### config.mk
export PLATFORM = sky130hd
export DESIGN_NAME = date_time_difference_seconds_core_flat
export DESIGN_NICKNAME = d
export VERILOG_FILES = /design/src/rtl/dtds_pkg.sv /design/src/rtl/dtds_if.sv /design/src/rtl/dtds_lane.sv /design/src/rtl/dtds_merge.sv /design/src/rtl/date_time_difference_seconds_core.sv /design/src/flat_wrapper.sv
export SDC_FILE = /design/constraint.sdc
export NUM_CORES = 2
export LEC_CHECK = 0
export BUFFER_PORTS_ARGS = -buffer_cell sky130_fd_sc_hd__buf_2
export CAP_MARGIN = 25
export CORE_UTILIZATION = 35
export CTS_BUF_LIST = sky130_fd_sc_hd__clkbuf_4 sky130_fd_sc_hd__clkbuf_8 sky130_fd_sc_hd__clkbuf_16
export DETAILED_ROUTE_END_ITERATION = 10
export GPL_TIMING_DRIVEN = 0
export PLACE_DENSITY_LB_ADDON = 0.08
export SETUP_SLACK_MARGIN = 0.4
export SYNTH_ARGS = -nofsm -noshare
export SYNTH_HDL_FRONTEND = slang
export SYNTH_HIERARCHICAL = 1
export SYNTH_SLANG_ARGS = --single-unit
### constraint.sdc
create_clock -name clock -period 15.8 [get_ports clock]
set_clock_uncertainty 0.05 [all_clocks]
set_input_delay 0.79 -clock clock [delete_from_list [all_inputs] [get_ports clock]]
set_output_delay 0.79 -clock clock [all_outputs]
set_load 0.005 [all_outputs]
### src/rtl/dtds_pkg.sv
package dtds_pkg;

   localparam int YEAR_W  = 14;
   localparam int MONTH_W = 4;
   localparam int DAY_W   = 5;
   localparam int HOUR_W  = 5;
   localparam int MIN_W   = 6;
   localparam int SEC_W   = 6;

   // quotient of year by 100, and the product used to find it
   localparam int QY_W     = 8;
   localparam int RECIP_W  = 13;
   localparam int PROD_W   = YEAR_W + RECIP_W;
   localparam int RECIP_SH = 19;
   localparam logic [RECIP_W-1:0] RECIP_100 = 13'd5243;

   localparam int MOFF_W = 9;
   localparam int TOD_W  = 17;
   localparam int DAYS_W = 23;
   localparam int DIFF_W = 40;

   localparam logic [DAYS_W-1:0] DAYS_PER_YEAR = 23'd365;
   localparam logic [TOD_W-1:0]  SECS_PER_DAY  = 17'd86400;
   localparam logic [TOD_W-1:0]  SECS_PER_HOUR = 17'd3600;
   localparam logic [TOD_W-1:0]  SECS_PER_MIN  = 17'd60;

   localparam logic [MONTH_W-1:0] MONTH_JAN = 4'd1;
   localparam logic [MONTH_W-1:0] MONTH_FEB = 4'd2;
   localparam logic [MONTH_W-1:0] MONTH_DEC = 4'd12;
   localparam logic [HOUR_W-1:0]  HOUR_MAX  = 5'd23;
   localparam logic [MIN_W-1:0]   MIN_MAX   = 6'd59;
   localparam logic [SEC_W-1:0]   SEC_MAX   = 6'd59;

   typedef struct packed {
      logic [YEAR_W-1:0]  year;
      logic [MONTH_W-1:0] month;
      logic [DAY_W-1:0]   day;
      logic [HOUR_W-1:0]  hour;
      logic [MIN_W-1:0]   minute;
      logic [SEC_W-1:0]   second;
   } dtds_date_type;

   // per-stage load enables shared by the lanes and the merge stage
   typedef struct packed {
      logic s1;
      logic s2;
      logic s3;
      logic s4;
      logic s5;
   } dtds_adv_type;

   // days before the first of a month in a common year
   function automatic logic [MOFF_W-1:0] month_start(input logic [MONTH_W-1:0] month);
      logic [MOFF_W-1:0] off;
      case (month)
         4'd2:    off = 9'd31;
         4'd3:    off = 9'd59;
         4'd4:    off = 9'd90;
         4'd5:    off = 9'd120;
         4'd6:    off = 9'd151;
         4'd7:    off = 9'd181;
         4'd8:    off = 9'd212;
         4'd9:    off = 9'd243;
         4'd10:   off = 9'd273;
         4'd11:   off = 9'd304;
         4'd12:   off = 9'd334;
         default: off = 9'd0;
      endcase
      return off;
   endfunction

   function automatic logic [DAY_W-1:0] month_len(input logic [MONTH_W-1:0] month,
                                                  input logic leap);
      logic [DAY_W-1:0] len;
      case (month)
         4'd2:    len = leap ? 5'd29 : 5'd28;
         4'd4,
         4'd6,
         4'd9,
         4'd11:   len = 5'd30;
         default: len = 5'd31;
      endcase
      return len;
   endfunction

endpackage

### src/rtl/dtds_if.sv
interface dtds_req_if
   import dtds_pkg::*;
   ();
   logic               valid;
   logic               ready;
   logic [YEAR_W-1:0]  first_year;
   logic [MONTH_W-1:0] first_month;
   logic [DAY_W-1:0]   first_day;
   logic [HOUR_W-1:0]  first_hour;
   logic [MIN_W-1:0]   first_minute;
   logic [SEC_W-1:0]   first_second;
   logic [YEAR_W-1:0]  second_year;
   logic [MONTH_W-1:0] second_month;
   logic [DAY_W-1:0]   second_day;
   logic [HOUR_W-1:0]  second_hour;
   logic [MIN_W-1:0]   second_minute;
   logic [SEC_W-1:0]   second_second;

   modport source (
      output valid, first_year, first_month, first_day, first_hour, first_minute,
             first_second, second_year, second_month, second_day, second_hour,
             second_minute, second_second,
      input  ready
   );
   modport sink (
      input  valid, first_year, first_month, first_day, first_hour, first_minute,
             first_second, second_year, second_month, second_day, second_hour,
             second_minute, second_second,
      output ready
   );
endinterface

interface dtds_rsp_if
   import dtds_pkg::*;
   ();
   logic                     valid;
   logic                     ready;
   logic                     first_valid;
   logic                     second_valid;
   logic signed [DIFF_W-1:0] diff_seconds;

   modport source (output valid, first_valid, second_valid, diff_seconds, input ready);
   modport sink (input valid, first_valid, second_valid, diff_seconds, output ready);
endinterface

### src/rtl/dtds_lane.sv
module dtds_lane
   import dtds_pkg::*;
#(
   parameter int MAX_YEAR = 9999
) (
   input  logic                clock,
   input  dtds_adv_type        adv,
   input  dtds_date_type       date_in,
   output logic                ok,
   output logic [DIFF_W-1:0]   secs
);

   // stage 1 registers
   dtds_date_type       date1_ff;
   logic [QY_W-1:0]     qy1_ff;
   logic [PROD_W-1:0]   prod;

   // stage 2 registers
   logic                ok2_ff,   ok2_in;
   logic [YEAR_W-1:0]   p2_ff,    p2_in;
   logic [QY_W-1:0]     qp2_ff,   qp2_in;
   logic                ladj2_ff, ladj2_in;
   logic [MOFF_W-1:0]   moff2_ff, moff2_in;
   logic [DAY_W-1:0]    dm2_ff,   dm2_in;
   logic [TOD_W-1:0]    tod2_ff,  tod2_in;

   // stage 3 registers
   logic                ok3_ff;
   logic [DAYS_W-1:0]   days3_ff, days3_in;
   logic [TOD_W-1:0]    tod3_ff;

   // stage 4 registers
   logic                ok4_ff;
   logic [DIFF_W-1:0]   secs4_ff, secs4_in;

   logic [YEAR_W-1:0]   ry;
   logic                r_zero;
   logic                leap;
   logic                year_ok, month_ok, day_ok, time_ok;

   // divide year by 100 with a scaled reciprocal
   assign prod = PROD_W'(date_in.year) * PROD_W'(RECIP_100);

   always_ff @(posedge clock) begin
      if (adv.s1) begin
         date1_ff <= date_in;
         qy1_ff   <= prod[RECIP_SH +: QY_W];
      end
   end

   // leap rule, validity, and pieces of the day count
   always_comb begin
      ry       = date1_ff.year - (YEAR_W'(qy1_ff) * YEAR_W'(100));
      r_zero   = (ry == '0);
      leap     = ((date1_ff.year[1:0] == 2'd0) && !r_zero) ||
                 (r_zero && (qy1_ff[1:0] == 2'd0));
      year_ok  = (date1_ff.year != '0) && (32'(date1_ff.year) <= MAX_YEAR);
      month_ok = (date1_ff.month >= MONTH_JAN) && (date1_ff.month <= MONTH_DEC);
      day_ok   = (date1_ff.day != '0) &&
                 (date1_ff.day <= month_len(date1_ff.month, leap));
      time_ok  = (date1_ff.hour <= HOUR_MAX) && (date1_ff.minute <= MIN_MAX) &&
                 (date1_ff.second <= SEC_MAX);
      ok2_in   = year_ok && month_ok && day_ok && time_ok;
      p2_in    = date1_ff.year - YEAR_W'(1);
      qp2_in   = qy1_ff - QY_W'(r_zero);
      ladj2_in = leap && (date1_ff.month > MONTH_FEB);
      moff2_in = month_start(date1_ff.month);
      dm2_in   = date1_ff.day - DAY_W'(1);
      tod2_in  = (TOD_W'(date1_ff.hour) * SECS_PER_HOUR) +
                 (TOD_W'(date1_ff.minute) * SECS_PER_MIN) + TOD_W'(date1_ff.second);
   end

   always_ff @(posedge clock) begin
      if (adv.s2) begin
         ok2_ff   <= ok2_in;
         p2_ff    <= p2_in;
         qp2_ff   <= qp2_in;
         ladj2_ff <= ladj2_in;
         moff2_ff <= moff2_in;
         dm2_ff   <= dm2_in;
         tod2_ff  <= tod2_in;
      end
   end

   // sum days of whole years, whole months and the current month
   assign days3_in = (DAYS_W'(p2_ff) * DAYS_PER_YEAR) + DAYS_W'(p2_ff >> 2)
                   - DAYS_W'(qp2_ff) + DAYS_W'(qp2_ff >> 2) + DAYS_W'(moff2_ff)
                   + DAYS_W'(ladj2_ff) + DAYS_W'(dm2_ff);

   always_ff @(posedge clock) begin
      if (adv.s3) begin
         ok3_ff   <= ok2_ff;
         days3_ff <= days3_in;
         tod3_ff  <= tod2_ff;
      end
   end

   // scale days to seconds and add time of day
   assign secs4_in = (DIFF_W'(days3_ff) * DIFF_W'(SECS_PER_DAY)) + DIFF_W'(tod3_ff);

   always_ff @(posedge clock) begin
      if (adv.s4) begin
         ok4_ff   <= ok3_ff;
         secs4_ff <= secs4_in;
      end
   end

   assign ok   = ok4_ff;
   assign secs = secs4_ff;

endmodule

### src/rtl/dtds_merge.sv
module dtds_merge
   import dtds_pkg::*;
(
   input  logic                     clock,
   input  logic                     load,
   input  logic                     first_ok,
   input  logic [DIFF_W-1:0]        first_secs,
   input  logic                     second_ok,
   input  logic [DIFF_W-1:0]        second_secs,
   output logic                     first_valid,
   output logic                     second_valid,
   output logic signed [DIFF_W-1:0] diff_seconds
);

   logic                first_ff;
   logic                second_ff;
   logic [DIFF_W-1:0]   diff_ff, diff_in;

   // subtract lane results, drop to zero unless both dates hold
   assign diff_in = (first_ok && second_ok) ? (first_secs - second_secs) : '0;

   always_ff @(posedge clock) begin
      if (load) begin
         first_ff  <= first_ok;
         second_ff <= second_ok;
         diff_ff   <= diff_in;
      end
   end

   assign first_valid  = first_ff;
   assign second_valid = second_ff;
   assign diff_seconds = signed'(diff_ff);

endmodule

### src/rtl/date_time_difference_seconds_core.sv
// Date-time difference in seconds.
//
// A request on req_chan carries two Gregorian date-times. Each goes to its
// own conversion lane, which checks it and counts seconds since the start
// of year 1; a merge stage subtracts the two counts. The response on
// rsp_chan carries both validity flags and the signed difference, first
// minus second, which is zero when either date-time is invalid.
//
// rsp_chan.valid rises once a request has passed five register stages:
// lane stages 1 to 4 and the merge stage. One request is taken every cycle
// unless a stalled response fills the pipe; the year divide by reciprocal,
// the day sum and the day-to-second multiply each have a stage of their own.
// When the receiver holds rsp_chan.ready low the result stays in the output
// register and the stages behind it keep filling until each holds a
// request, then req_chan.ready drops.
// Reset (synchronous, active high) clears the stage valid bits; no result
// is pending afterward.
module date_time_difference_seconds_core
   import dtds_pkg::*;
#(
   parameter int MAX_YEAR = 9999
) (
   input  logic          clock,
   input  logic          reset,
   dtds_req_if.sink      req_chan,
   dtds_rsp_if.source    rsp_chan
);

   localparam int STAGES = 5;

   logic [STAGES:1]   valid_ff, valid_in;
   logic [STAGES:1]   load;
   dtds_adv_type      adv;
   dtds_date_type     first_date, second_date;
   logic              first_ok, second_ok;
   logic [DIFF_W-1:0] first_secs, second_secs;

   // advance a stage when it is empty or its successor advances
   always_comb begin
      load[STAGES] = !valid_ff[STAGES] || rsp_chan.ready;
      for (int k = STAGES - 1; k >= 1; k--) begin
         load[k] = !valid_ff[k] || load[k+1];
      end
      valid_in[1] = load[1] ? req_chan.valid : valid_ff[1];
      for (int k = 2; k <= STAGES; k++) begin
         valid_in[k] = load[k] ? valid_ff[k-1] : valid_ff[k];
      end
   end

   always_ff @(posedge clock) begin
      if (reset) begin
         valid_ff <= '0;
      end else begin
         valid_ff <= valid_in;
      end
   end

   assign adv = '{s1: load[1], s2: load[2], s3: load[3], s4: load[4], s5: load[5]};

   assign req_chan.ready = load[1];
   assign rsp_chan.valid = valid_ff[STAGES];

   assign first_date  = '{year: req_chan.first_year, month: req_chan.first_month,
                          day: req_chan.first_day, hour: req_chan.first_hour,
                          minute: req_chan.first_minute, second: req_chan.first_second};
   assign second_date = '{year: req_chan.second_year, month: req_chan.second_month,
                          day: req_chan.second_day, hour: req_chan.second_hour,
                          minute: req_chan.second_minute, second: req_chan.second_second};

   dtds_lane #(.MAX_YEAR(MAX_YEAR)) u_lane_first (
      .clock   (clock),
      .adv     (adv),
      .date_in (first_date),
      .ok      (first_ok),
      .secs    (first_secs)
   );

   dtds_lane #(.MAX_YEAR(MAX_YEAR)) u_lane_second (
      .clock   (clock),
      .adv     (adv),
      .date_in (second_date),
      .ok      (second_ok),
      .secs    (second_secs)
   );

   dtds_merge u_merge (
      .clock        (clock),
      .load         (adv.s5),
      .first_ok     (first_ok),
      .first_secs   (first_secs),
      .second_ok    (second_ok),
      .second_secs  (second_secs),
      .first_valid  (rsp_chan.first_valid),
      .second_valid (rsp_chan.second_valid),
      .diff_seconds (rsp_chan.diff_seconds)
   );

endmodule

### src/flat_wrapper.sv
// flat-port wrapper written by rule: the top's interface ports become plain ports
module date_time_difference_seconds_core_flat import dtds_pkg::*;
#(
   parameter int MAX_YEAR = 9999
)
  (clock, reset, req_chan_valid, req_chan_first_year, req_chan_first_month, req_chan_first_day, req_chan_first_hour, req_chan_first_minute, req_chan_first_second, req_chan_second_year, req_chan_second_month, req_chan_second_day, req_chan_second_hour, req_chan_second_minute, req_chan_second_second, req_chan_ready, rsp_chan_valid, rsp_chan_first_valid, rsp_chan_second_valid, rsp_chan_diff_seconds, rsp_chan_ready);
  dtds_req_if req_chan_i ();
  dtds_rsp_if rsp_chan_i ();
  input  logic clock;
  input  logic reset;
  input wire logic [$bits(req_chan_i.valid)-1:0] req_chan_valid;
  input wire logic [$bits(req_chan_i.first_year)-1:0] req_chan_first_year;
  input wire logic [$bits(req_chan_i.first_month)-1:0] req_chan_first_month;
  input wire logic [$bits(req_chan_i.first_day)-1:0] req_chan_first_day;
  input wire logic [$bits(req_chan_i.first_hour)-1:0] req_chan_first_hour;
  input wire logic [$bits(req_chan_i.first_minute)-1:0] req_chan_first_minute;
  input wire logic [$bits(req_chan_i.first_second)-1:0] req_chan_first_second;
  input wire logic [$bits(req_chan_i.second_year)-1:0] req_chan_second_year;
  input wire logic [$bits(req_chan_i.second_month)-1:0] req_chan_second_month;
  input wire logic [$bits(req_chan_i.second_day)-1:0] req_chan_second_day;
  input wire logic [$bits(req_chan_i.second_hour)-1:0] req_chan_second_hour;
  input wire logic [$bits(req_chan_i.second_minute)-1:0] req_chan_second_minute;
  input wire logic [$bits(req_chan_i.second_second)-1:0] req_chan_second_second;
  output wire logic [$bits(req_chan_i.ready)-1:0] req_chan_ready;
  output wire logic [$bits(rsp_chan_i.valid)-1:0] rsp_chan_valid;
  output wire logic [$bits(rsp_chan_i.first_valid)-1:0] rsp_chan_first_valid;
  output wire logic [$bits(rsp_chan_i.second_valid)-1:0] rsp_chan_second_valid;
  output wire logic [$bits(rsp_chan_i.diff_seconds)-1:0] rsp_chan_diff_seconds;
  input wire logic [$bits(rsp_chan_i.ready)-1:0] rsp_chan_ready;
  assign req_chan_i.valid = req_chan_valid;
  assign req_chan_i.first_year = req_chan_first_year;
  assign req_chan_i.first_month = req_chan_first_month;
  assign req_chan_i.first_day = req_chan_first_day;
  assign req_chan_i.first_hour = req_chan_first_hour;
  assign req_chan_i.first_minute = req_chan_first_minute;
  assign req_chan_i.first_second = req_chan_first_second;
  assign req_chan_i.second_year = req_chan_second_year;
  assign req_chan_i.second_month = req_chan_second_month;
  assign req_chan_i.second_day = req_chan_second_day;
  assign req_chan_i.second_hour = req_chan_second_hour;
  assign req_chan_i.second_minute = req_chan_second_minute;
  assign req_chan_i.second_second = req_chan_second_second;
  assign req_chan_ready = req_chan_i.ready;
  assign rsp_chan_valid = rsp_chan_i.valid;
  assign rsp_chan_first_valid = rsp_chan_i.first_valid;
  assign rsp_chan_second_valid = rsp_chan_i.second_valid;
  assign rsp_chan_diff_seconds = rsp_chan_i.diff_seconds;
  assign rsp_chan_i.ready = rsp_chan_ready;
  date_time_difference_seconds_core #(.MAX_YEAR(MAX_YEAR)) u_core (.clock(clock), .reset(reset), .req_chan(req_chan_i), .rsp_chan(rsp_chan_i));
endmodule
# Yosys cells after proc, flatten, opt, wreduce, memory -nomap -nowiden
# Memories as Yosys holds them, arrays and structs flattened. A register that Yosys moved wholly into a read port is not among the register bits.
# Cells that the tools add are included.
# totals
reg_bits,399
out_inout_bits,44
mem_count,2
romBits,288
wordCells,164
in_bits,84
# op_classes
eq_ne,10
order_cmp,16
multipliers,12
n_reduce_logical,49
muxes,4
add_sub_neg,27
# mem_list
name,depth,width,read_ports,rd_clocked_by_memory_dff,wr,line_no,text
(no name shown),16,9,1,1,0,dtds_pkg.sv:55,case (month)
(no name shown),16,9,1,1,0,dtds_pkg.sv:55,
# op_table
operator,n
adder 40 x 17 -> 40 bit,2
"multiplier 23 x 10 -> 33 bit, second input constant",2
"multiplier 14 x 13 -> 27 bit, second input constant",2
adder 23 x 1 -> 23 bit,2
adder 23 x 12 -> 23 bit,2
adder 23 x 5 -> 23 bit,2
adder 23 x 6 -> 23 bit,2
adder 23 x 9 -> 23 bit,2
"multiplier 14 x 9 -> 23 bit, second input constant",2
subtractor 23 x 8 -> 23 bit,2
subtractor 40 bit,1
adder 17 x 12 -> 17 bit,2
adder 17 x 6 -> 17 bit,2
"<= comparator 14 bit, second input constant",2
logical NOT 14 bit,2
nonzero test 14 bit,2
"subtractor 14 x 1 -> 14 bit, second input constant",2
subtractor 14 bit,2
"multiplier 5 x 8 -> 13 bit, second input constant",2
"<= comparator 6 bit, second input constant",4
"multiplier 8 x 5 -> 12 bit, second input constant",2
logical AND 1 bit,23
"multiplier 6 x 4 -> 10 bit, second input constant",2
"equality test 4 x 3 -> 1 bit, second input constant",4
16 further kinds,46

# Longest topological paths before layout
# logic_depth
word_depth,12
ltp_mapped,24
mapped_depth_nobuf,24

# Hierarchy
# Netlist, hierarchy kept.
# modules_own_cells
mod,n_inst,cells_per_inst,area_each_um2,seq_area_each_um2
dtds_lane at u_core.u_lane_first,1,2023,21864.7,5555.3
dtds_lane at u_core.u_lane_second,1,1995,21847.2,5555.3
dtds_merge,1,474,3965.1,1261.2
date_time_difference_seconds_core,1,22,207.7,100.1

# Least setup slack after synthesis
# OpenSTA, ideal clock, no wires.
# synth_timing
kind,register to register
start,register u_core.u_lane_first.p2_ff[3]
end,"register u_core.u_lane_first.days3_ff[21], data pin"
required_time_ns,15.488
arrival_ns,5.811
path_stages_with_launch,20
setup_ns,0.262
synth_period_minus_slack_ns,6.124
n_path_buf,0
setup_slack_ns,9.676
cell_sequence,edfxtp_1 -> fa_1 -> fa_1 -> ha_1 -> fa_1 -> fa_1 -> inv_1 -> fa_1 -> inv_1 -> fa_1 -> a21o_1 -> a21oi_2 -> o21bai_1 -> a2111oi_1 -> o31ai_1 -> o41ai_1 -> nor2_1 -> a2111oi_2 -> a21oi_1 -> xor2_1
# synth_via
elab_chain_cells,7
# synth_lines
element,line_no,text
from (decl),dtds_lane.sv:20,"logic [YEAR_W-1:0] p2_ff, p2_in;"
from (signal assigned),dtds_lane.sv:76,p2_ff <= p2_in;
multiplier 14 x 9 -> 23 bit,dtds_lane.sv:86,assign days3_in = (DAYS_W'(p2_ff) * DAYS_PER_YEAR) + DAYS_W'(p2_ff >> 2)
adder 23 x 12 -> 23 bit (*),dtds_lane.sv:86,
subtractor 23 x 8 -> 23 bit (*),dtds_lane.sv:87,- DAYS_W'(qp2_ff) + DAYS_W'(qp2_ff >> 2) + DAYS_W'(moff2_ff)
adder 23 x 6 -> 23 bit (*),dtds_lane.sv:87,
adder 23 x 9 -> 23 bit (*),dtds_lane.sv:87,
adder 23 x 1 -> 23 bit (*),dtds_lane.sv:88,+ DAYS_W'(ladj2_ff) + DAYS_W'(dm2_ff);
adder 23 x 5 -> 23 bit (*),dtds_lane.sv:88,
net u_core.u_lane_first.days3_in[21],dtds_lane.sv:29,"logic [DAYS_W-1:0] days3_ff, days3_in;"
to (signal assigned),dtds_lane.sv:93,days3_ff <= days3_in;
to (decl),dtds_lane.sv:29,
# The timed path passes the listed nets; every way through them passes the cells marked *.
# A chain may end at the register's enable or synchronous reset.

# Worst setup path in the final report
# Ends and elaborated chain as after synthesis.

==> metrics.yaml <==
worst_setup_path:
  arrival_ns: 7.34
  r2r_cells: 19
  r2r-start: "u_core/u_lane_first/p2_ff[3]"
  endpoint_kind: "flip-flop"
  r2r_slack_ns: 8.80
  critical_path_class: "reg -> reg"
  cp.required_ns: 16.14
  path_max_fanout: 7
  r2r_end: "u_core/u_lane_first/days3_ff[21]"
  critPathLaunchType: "flip-flop"
cells_and_area:
  area_growth_pct: 10.37
  fillers: 13431
  multi_input_comb_area_sq_um: 31390
  num_antenna_cells: 0
  drive_above_1_share_pct: 7.005
  num-nets-final: 6152
  design_area_sq_um: 52850
  register_area_sq_um: 12470
yosys:
  synth.distinct_cells: 118
  synth_edf_count: 412
  synth_nets: 5958
  yosysWarnings: 6
  yosys-top-cells-area: "edfxtp_1, ha_1, fa_1, inv_1, xnor2_1"
  ys.flop_type: "edfxtp_1"
  syn_inst: 4514
  netlist_area_sq_um: 47880
  synth_area_per_cell_sq_um: 10.61
  ys_ff_latch: 417
  async_flop_share_pct: 0
  synth_top_cell_area_share_pct: 25.84
  synth_top_area_cell: "edfxtp_1"
  yosysSeqAreaShare_pct: 26.05
global_route:
  antenna_found_initial: 11
  grt_overflow: 0
  grt_use_total_pct: 15.34
  grt_pass1_vias: 31681
  grt_max_degree: 58
  grt_pass1_wl_um: 169300
clocking:
  hold_buffers: 0
  clock_latency_ns: 0.66
  cts_sinks: 417
  htree_num_levels: 2
  clockBufferDepth: 3
  cts_buffers: 56
  cts-root-buf: "clkbuf_16"
  post_cts_buffers: 0
  ctsResizeCount: 0
  clkTransAtPathRegs_ns: 0.06
  cts_tree: "done"
placed_design:
  hpwl_um: 86930
  portBuffers: 127
  gp_congestion: 0.8392
  post_dp_cell_area_sq_um: 50940
outcome:
  status: "completed"
sta:
  finalSetupViolCount: 0
  worstMarginPinSlew_ns: 1.095
  tns_ns: 0
  maxSlewViolCount: 0
  fin_crit_ns: 7.004
  final_hold_viol_count: 0
  finalCritPeriodShare_pct: 44.33
  fmax_mhz: 142.8
  rsz0062_at_grt: "no"
  slew-limit-headroom_pct: 26.97
drt:
  wl_per_cell_um: 15.68
  wl_um: 102500
  viasPerCell: 4.674
  drtAntennaViolNets: 0
  dr.first_iter.drc_count: 1195
  vias: 30543
  firstDrtPassIters: 5
  route.detailed.drc: 0
worst_hold_path:
  hp-class: "in -> reg"
  whs_path_depth: 1
  holdPathEnd: "u_core/u_lane_second/date1_ff[20]"
  hold_start: "req_chan_second_day[3]"
floorplan:
  rows: 135
  start_util_pct: 35.30
  core_sq_um: 135600
  ios: 128
  die_w_um: 371.9
  die_area_sq_um: 138300
  die_h_um: 371.9
run:
  drv_cap: 0
[layer usage]
metal	track usage, %	vias up	share of wire [%]
met1	23.36	14614	53
met5	0	-	0.021
met3	1.539	79	3.0
li1	-	15485	-
met2	23.41	361	42
met4	2.956	4	1.5
[cell type report]
| class | instances | share of cell area, % |
|---|---|---|
| tap | 1781 | 4.216 |
| inverter | 1031 | 7.327 |
| sequential | 417 | 23.60 |
| timing repair buffer | 136 | 1.525 |
| clock buffer | 62 | 2.770 |
| multi-input combinational | 3029 | 59.40 |
| clock inverter | 42 | 0.8357 |
| buffer | 37 | 0.3291 |
[cell families (layout without fill, tap and decap cells)]
group | after synthesis | in the layout | share of synthesized area, %
muxes | 21 | 21 | 0.4781
adders and majority gates | 1360 | 1360 | 42.64
DFF | 417 | 417 | 26.05
AOI/OAI and AO/OA | 661 | 661 | 9.349
xor gates and xnor gates | 295 | 295 | 5.411
and+or+nand+nor | 692 | 692 | 7.632
buffers and inverters | 1068 | 1308 | 8.445
[Yosys cell counts, types with 34 or more instances]
cell type / instances
nand2_1: 146
nand3_1: 59
xnor2_1: 196
o21ai_0: 88
fa_1: 453
nor2_1: 183
ha_1: 907
a21o_1: 93
nor3_1: 64
o21a_1: 34
edfxtp_1: 412
a21oi_1: 205
inv_1: 1029
xor2_1: 98
[layout by cell type (no fill, tap or decap), types with 10 or more instances in the layout]
master,n
o211ai_1,18
o21ai_1,13
xnor2_1,196
mux2i_1,17
inv_1,1029
nor3_1,64
fa_1,453
a21boi_0,16
a21oi_1,205
buf_2,136
and3_1,21
a31oi_1,23
xor2_1,98
nor2_1,183
nand4_1,25
a21o_1,93
nand2b_1,26
nor4_1,10
o21a_1,34
nand3_1,58
nand2_1,145
or2_2,12
or3_1,15
and2_1,21
edfxtp_1,412
o21bai_1,31
ha_1,907
o31ai_1,14
o21ai_0,88
a211oi_1,19
nor2b_1,30
nand3b_1,12
clkbuf_16,57
clkinv_1,12
clkbuf_1,22
[metrics by stage]
step           setup slack [ns]  util (%)  hold WS [ns]  std cells
6_report                  8.796     38.96        0.2480       6535
5_1_grt                   8.369     38.96        0.2128       6535
4_1_cts                   8.742     38.96        0.1823       6535
3_5_place_dp              8.807     37.56        0.3545       6431
3_3_place_gp              8.840     37.42        0.3506       6422
2_1_floorplan             9.676         -        0.3503       4514
[worst max-delay path, stage by stage (launching register included)]
cell and delay (ns):
edfxtp_1 0.59, fa_1 0.61, fa_1 0.43, ha_1 0.32
fa_1 0.40, fa_1 0.51, inv_1 0.05, fa_1 0.49
inv_1 0.07, fa_1 0.47, a21o_1 0.19, a21oi_2 0.17
o21bai_1 0.10, a2111oi_1 0.61, o31ai_1 0.25, o41ai_1 0.54
nor2_1 0.13, a2111oi_2 0.46, a21oi_1 0.14, xor2_1 0.15
[sequential cells by signal, summed over array words and instances (netlist names), 23 cells and up]
signal and flops:
u_core/u_lane_first/secs 40, u_core/u_lane_second/date1_ff 40, u_core/u_lane_first/date1_ff 40, u_core/u_lane_first/days3_ff 23, u_core/u_merge/diff_seconds 40, u_core/u_lane_second/secs 40
u_core/u_lane_second/days3_ff 23
[worst max path at each step]
stage / from / to / slack (ns) / depth (start not counted)
after floorplan: u_core/u_lane_first/p2_ff[3] / u_core/u_lane_first/days3_ff[21] / 9.68 / 19
after global placement: u_core/u_lane_first/p2_ff[3] / u_core/u_lane_first/days3_ff[21] / 8.84 / 19
after detailed placement: u_core/u_lane_first/p2_ff[3] / u_core/u_lane_first/days3_ff[21] / 8.81 / 19
after CTS: u_core/u_lane_first/p2_ff[3] / u_core/u_lane_first/days3_ff[21] / 8.74 / 19
after global routing: u_core/u_lane_first/p2_ff[3] / u_core/u_lane_first/days3_ff[21] / 8.37 / 19
final: u_core/u_lane_first/p2_ff[3] / u_core/u_lane_first/days3_ff[21] / 8.80 / 19
Power is not shown: default switching activity piles up to over one toggle a cycle in this logic, so the estimate is an artifact.
